**config.mk**
```make
export PLATFORM = sky130hd
export DESIGN_NAME = qte_isqrt
export DESIGN_NICKNAME = d
export VERILOG_FILES = /design/src/hw/rtl/qte_pkg.sv /design/src/hw/rtl/qte_isqrt.sv
export SDC_FILE = /design/constraint.sdc
export NUM_CORES = 2
export LEC_CHECK = 0
export ABC_AREA = 0
export BUFFER_PORTS_ARGS = -buffer_cell sky130_fd_sc_hd__buf_2
export CAP_MARGIN = 0
export CELL_PAD_IN_SITES_DETAIL_PLACEMENT = 1
export CELL_PAD_IN_SITES_GLOBAL_PLACEMENT = 1
export CORE_ASPECT_RATIO = 0.8
export CORE_MARGIN = 2
export CORE_UTILIZATION = 53
export CTS_CLUSTER_SIZE = 10
export DETAILED_ROUTE_END_ITERATION = 8
export PLACE_DENSITY = 0.84
export SYNTH_ARGS = -nofsm -noshare
export SYNTH_HDL_FRONTEND = slang
export SYNTH_SLANG_ARGS = --single-unit
```
**constraint.sdc**
```tcl
create_clock -name clk -period 4.25 [get_ports clk]
set_input_delay 0.6375 -clock clk [delete_from_list [all_inputs] [get_ports clk]]
set_output_delay 0.6375 -clock clk [all_outputs]
set_load 0.005 [all_outputs]
```
**src/hw/rtl/qte_pkg.sv**
```systemverilog
package qte_pkg;

  localparam int QTE_W            = 16;  // field width
  localparam int QTE_OPW          = 36;  // arctangent operand width
  localparam int QTE_VW           = 38;  // cordic vector width
  localparam int QTE_ACCW         = 34;  // angle accumulator width, 2^31 = pi
  localparam int QTE_SQ_BITS      = 29;  // square root result bits
  localparam int QTE_RAD_W        = 2 * QTE_SQ_BITS;
  localparam int QTE_ATAN_LEN     = 24;
  localparam int QTE_CORDIC_STAGES = 16;

  typedef struct packed {
    logic signed [QTE_OPW-1:0] roll_num;
    logic signed [QTE_OPW-1:0] roll_den;
    logic signed [QTE_OPW-1:0] yaw_num;
    logic signed [QTE_OPW-1:0] yaw_den;
  } qte_ops_t;

  typedef struct packed {
    logic lo;  // pitch argument at or below -1
    logic hi;  // pitch argument at or above +1
  } qte_pclamp_t;

  // atan(2^-i), scaled so that 2^31 = pi
  function automatic logic [31:0] qte_atan(input int idx);
    logic [31:0] v;
    case (idx)
      0:  v = 32'd536870912;
      1:  v = 32'd316933406;
      2:  v = 32'd167458907;
      3:  v = 32'd85004756;
      4:  v = 32'd42667331;
      5:  v = 32'd21354465;
      6:  v = 32'd10679838;
      7:  v = 32'd5340245;
      8:  v = 32'd2670163;
      9:  v = 32'd1335087;
      10: v = 32'd667544;
      11: v = 32'd333772;
      12: v = 32'd166886;
      13: v = 32'd83443;
      14: v = 32'd41722;
      15: v = 32'd20861;
      16: v = 32'd10430;
      17: v = 32'd5215;
      18: v = 32'd2608;
      19: v = 32'd1304;
      20: v = 32'd652;
      21: v = 32'd326;
      22: v = 32'd163;
      23: v = 32'd81;
      default: v = 32'd0;
    endcase
    return v;
  endfunction

endpackage

```
**src/hw/rtl/qte_isqrt.sv**
```systemverilog
module qte_isqrt
  import qte_pkg::*;
(
  input  logic                   clk,
  input  logic                   en,
  input  logic [QTE_RAD_W-1:0]   rad,
  output logic [QTE_SQ_BITS-1:0] root
);

  localparam int RW = 32;

  logic [QTE_RAD_W-1:0]   rad_r  [QTE_SQ_BITS];
  logic [RW-1:0]          rem_r  [QTE_SQ_BITS];
  logic [QTE_SQ_BITS-1:0] root_r [QTE_SQ_BITS];

  // one result bit per stage, most significant bit pair first
  for (genvar k = 0; k < QTE_SQ_BITS; k++) begin : g_stage
    localparam int P = QTE_SQ_BITS - 1 - k;
    logic [QTE_RAD_W-1:0]   rad_in;
    logic [RW-1:0]          rem_in, rem_sh, trial;
    logic [QTE_SQ_BITS-1:0] root_in;

    if (k == 0) begin : g_first
      assign rad_in  = rad;
      assign rem_in  = '0;
      assign root_in = '0;
    end else begin : g_next
      assign rad_in  = rad_r[k-1];
      assign rem_in  = rem_r[k-1];
      assign root_in = root_r[k-1];
    end

    assign rem_sh = {rem_in[RW-3:0], rad_in[2*P+1 -: 2]};
    assign trial  = {1'b0, root_in, 2'b01};

    always_ff @(posedge clk) begin
      if (en) begin
        rad_r[k] <= rad_in;
        if (rem_sh >= trial) begin
          rem_r[k]  <= rem_sh - trial;
          root_r[k] <= {root_in[QTE_SQ_BITS-2:0], 1'b1};
        end else begin
          rem_r[k]  <= rem_sh;
          root_r[k] <= {root_in[QTE_SQ_BITS-2:0], 1'b0};
        end
      end
    end
  end

  assign root = root_r[QTE_SQ_BITS-1];

endmodule

```
# Word level (Yosys, flattened, before mapping)
# Memories as Yosys holds them, arrays and structs flattened.
# Cells that the tools add are included.
# Widths: inputs -> output; s select.
[classes]
n_mux = 234
n_addsub = 29
n_bitwise = 58
order_cmp = 29
[ops]
columns = ["op", "count"]
rows = [
  ["$mux 32", 29],
  ["$ge 32x31->1", 28],
  ["$sub 32x31->32", 28],
  ["$mux 29", 29],
  ["$mux 1", 176],
  ["$or 1x1->1", 58],
  ["$sub 2x1->3 const B", 1],
  ["$ge 2x1->1 const B", 1],
]
[totals]
mem_bits_rw = 3451
output_inout_bits = 29
n_memories = 3
regBits = 0
[memory_table]
columns = ["memory", "depth", "word_bits", "read_ports", "rd_clocked_by_memory_dff", "wr", "line", "rtl"]
rows = [
  ["rad_r", 29, 58, 28, 0, 29, "qte_isqrt.sv:12", "logic [QTE_RAD_W-1:0] rad_r [QTE_SQ_BITS];"],
  ["rem_r", 29, 32, 28, 0, 29, "qte_isqrt.sv:13", "logic [RW-1:0] rem_r [QTE_SQ_BITS];"],
  ["root_r", 29, 29, 29, 0, 29, "qte_isqrt.sv:14", "logic [QTE_SQ_BITS-1:0] root_r [QTE_SQ_BITS];"],
]

# Longest topological paths before layout
# An unclocked memory read counts as a cell.
[depth]
ltp_word = 6
depth_mapped = 15
mapped_depth_nobuf = 13

# Worst setup path before layout
# Ideal clock, no wire load.
[synth_path]
kind = "input to register"
from = "input en"
to = "memory rem_r[25][0], in the netlist rem_r[1][288], enable pin"
arrival_time_ns = 3.205
stages = 5
path_slack_ns = 0.612
setup_ns = 0.433
required_time_ns = 3.817
path_buffers = 5
path_cell_list = "clkbuf_1 clkbuf_1 clkbuf_1 clkbuf_1 clkbuf_1"
[synth_lines]
columns = ["element", "line", "rtl"]
rows = [
  ["start, declared", "qte_isqrt.sv:5", "input logic en,"],
  ["end, declared", "qte_isqrt.sv:13", ""],
]

==> impl_metrics.json <==
{
  "synthMuxAreaShare_pct": 0.768,
  "io_buffers": 88,
  "outcome": "finished clean",
  "max_freq_mhz": 251,
  "cpPeakStageDelay_ps": 560,
  "cts_made_buffers": 225,
  "p_total_mw": 56.9,
  "fin_crit_ps": 3980,
  "pin_count": 89,
  "place_area_sq_um": 99200,
  "end_kind": "flop",
  "setup_viol": 0,
  "die-area_sq_um": 184000,
  "r2r_start": "rem_r[1][197]",
  "grtUsageTotal_pct": 24.5,
  "synth.distinct_cells": 82,
  "die_w_um": 479,
  "drv_cap": 0,
  "drt_iter0_drc": 4764,
  "core.rowCount": 139,
  "synth_top_family_by_area": "simple AND/OR/NAND/NOR gates",
  "leakagePower_nw": 40.4,
  "ir_drop_uv": 424,
  "finalClockSkew_ps": 47.4,
  "startpoint_type": "flop",
  "crit_path_frequent_cell": "o21ai_0",
  "path_max_fanout": 41,
  "hold_start": "en",
  "clock_latency_ps": 860,
  "min_period_over_period_pct": 93.7,
  "synth-xor-area-share_pct": 6.00,
  "viasPerCell": 5.90,
  "slowest_stage": "o31ai_1",
  "power_frac_clock_pct": 30.0,
  "wl_um": 227000,
  "final_cell_mix": "edfxtp_1 (2044), inv_1 (589), nand2_1 (500)",
  "cp_cell_sequence": "ha_1, a21oi_1, nor2_1, a2111o_1, o31ai_1, o2111ai_1, o21ai_0, nor4b_4, buf_6, o21ai_0",
  "synthAdderAreaFrac_pct": 6.12,
  "coreArea_sq_um": 179000,
  "fin_tns_setup_ps": 0,
  "clk_pin_slew_ps": 60,
  "antenna_found_initial": 2,
  "final_antenna_net_count": 0,
  "netlist_area_sq_um": 95500,
  "detail_route.first_pass.iterations": 5,
  "ctsRootBufferMaster": "clkbuf_16",
  "critPathRequiredTime_ps": 4840,
  "clock_path_buffers": 3,
  "syn_inst": 7402,
  "synth-compound-area-share_pct": 9.75,
  "drcViolationCount": 0,
  "rsz0062_at_grt": "no",
  "wl_per_cell_um": 22.4,
  "placedCellCount": 9799,
  "gp_congestion": 0.881,
  "dieHeight_um": 384,
  "yosysWarnings": 0,
  "instances_no_fill": 10133,
  "syn_area_per_cell_sq_um": 12.9,
  "cp_num_buf_inv": 1,
  "finalHoldViolations": 0,
  "post-dp-hpwl_um": 160000,
  "start_util_pct": 53.3,
  "cts_sinks": 2045,
  "synth-edff-count": 2044,
  "drive_gt1_share_pct": 6.94,
  "hold_path_class": "in2reg",
  "post_cts_buffers": 0,
  "combPwrFrac_pct": 21.9,
  "grt_max_degree": 191,
  "p_seq_share_pct": 48.1,
  "synth_ff_type": "edfxtp_1",
  "synth-seq-area-share_pct": 64.3,
  "arrival_ps": 4570,
  "dp_slack_ps": 335,
  "finalWorstSetupSlack_ps": 269,
  "ys_ff_latch": 2045,
  "worst_slew_pin_slew_ps": 1080,
  "grt_pass1_vias": 63197,
  "path_delay_family": "compound AO/OA/AOI/OAI gates",
  "diodes": 0,
  "nets": 8212,
  "switching_share_pct": 29.4,
  "overflow": 0,
  "power_density_nw_per_um2": 538,
  "cts_tree": "done",
  "grt_pass1_wl_um": 357000,
  "switchingPower_mw": 16.7,
  "crit_start": "rem_r[1][197]",
  "crit_type": "reg2reg",
  "finish.instance_area_sq_um": 106000,
  "maxSlewViolCount": 0,
  "final_common_cell": "edfxtp_1",
  "synth-simple-area-share_pct": 10.1,
  "area_growth_pct": 10.8,
  "slew_headroom_pct": 27.8,
  "cts-htree-levels": 4,
  "num_vias": 59758,
  "synthArstFlopShare_pct": 0,
  "synth_nets": 7929,
  "power.internal_mw": 40.2
}
flip-flops by register name, indices dropped and copies added, names as in the netlist:
signal  cells
rad_r     812
rem_r     798
root_r    435
worst paths after layout:
| kind | endpoint | slack [ps] | depth (start not counted) |
|---|---|---|---|
| worst min register to register | rad_r[1][185] | 390 | 0 |
| worst min-delay path | rad_r[0][42] | 190 | 1 |
| worst max register to register | rem_r[1][226] | 270 | 10 |
| worst max-delay path | rem_r[1][226] | 270 | 10 |
per-stage QoR:
stage               hold slack, ps  utilization, %
finish                         185            59.0
global route                   150            59.0
CTS                            124            59.0
detailed placement             405            55.3
global placement               400            55.3
floorplan                      400               -
power by group through the flow:
stage | logic, mW | registers [mW] | clock network, mW
global placement | 11.5 | 27.6 | 0
finish | 12.5 | 27.4 | 17.1
CTS | 12.4 | 27.4 | 17.4
global route | 13.8 | 27.6 | 18.1
detailed placement | 12.2 | 27.7 | 0
floorplan | 8.93 | 26.8 | 0
synthesized netlist by cell type (91+ instances only):
library cell,number,share of area [%]
xnor2_1,352,3.2
or3_1,97,0.64
nand2_1,500,2.0
nor3_1,176,0.92
nand2b_1,93,0.61
nor2_1,428,1.7
nand3_1,114,0.60
edfxtp_1,2044,64
clkbuf_1,148,0.58
ha_1,467,6.1
a21oi_1,443,2.3
nor4_1,91,0.60
xor2_1,302,2.8
inv_1,589,2.3
o21ai_0,398,2.1
a21o_1,219,1.7
worst register-to-register path, delay by kind of cell, from the launching register on:
kind / cells / cell delay, ps
compound gates: 6 / 2070
simple gates: 2 / 500
flops: 1 / 400
fa+ha+maj: 1 / 400
buf+inv: 1 / 340
what timing repair did:
| action | in CTS | in global routing |
|---|---|---|
| endpoints found under the setup margin | 0 | 2 |
| gates resized for setup | 0 | 2 |
| endpoints found under the hold margin | 56 | 0 |
| hold buffers | 56 | 0 |
cell type report:
cell class | count | area [sq um]
fill | 17531 | 73400
multi-input combinational | 4605 | 31300
clock buffer | 260 | 5850
inverter | 589 | 2210
tap | 2397 | 3000
clock inverter | 18 | 264
sequential | 2045 | 61400
timing repair buffer | 219 | 1800
routing by layer:
layer | GRT usage (%) | up-vias | part of all wire [%]
li1 | - | 27792 | -
met1 | 32.5 | 30148 | 43
met2 | 42.4 | 1428 | 50
met3 | 3.37 | 388 | 4.6
met4 | 6.61 | 2 | 2.4
met5 | 0 | - | 0.0031
cell families (layout without fill, tap and decap cells):
kind of cell	count (synthesis)	count (layout)
AO/OA/AOI/OAI	1501	1501
XOR/XNOR	654	654
adder cells (fa/ha/maj)	467	467
buffers and inverters	752	1086
flip-flops	2045	2045
multiplexers	66	66
AND/OR/NAND/NOR	1917	1917
(Power assumes the default switching activity.)
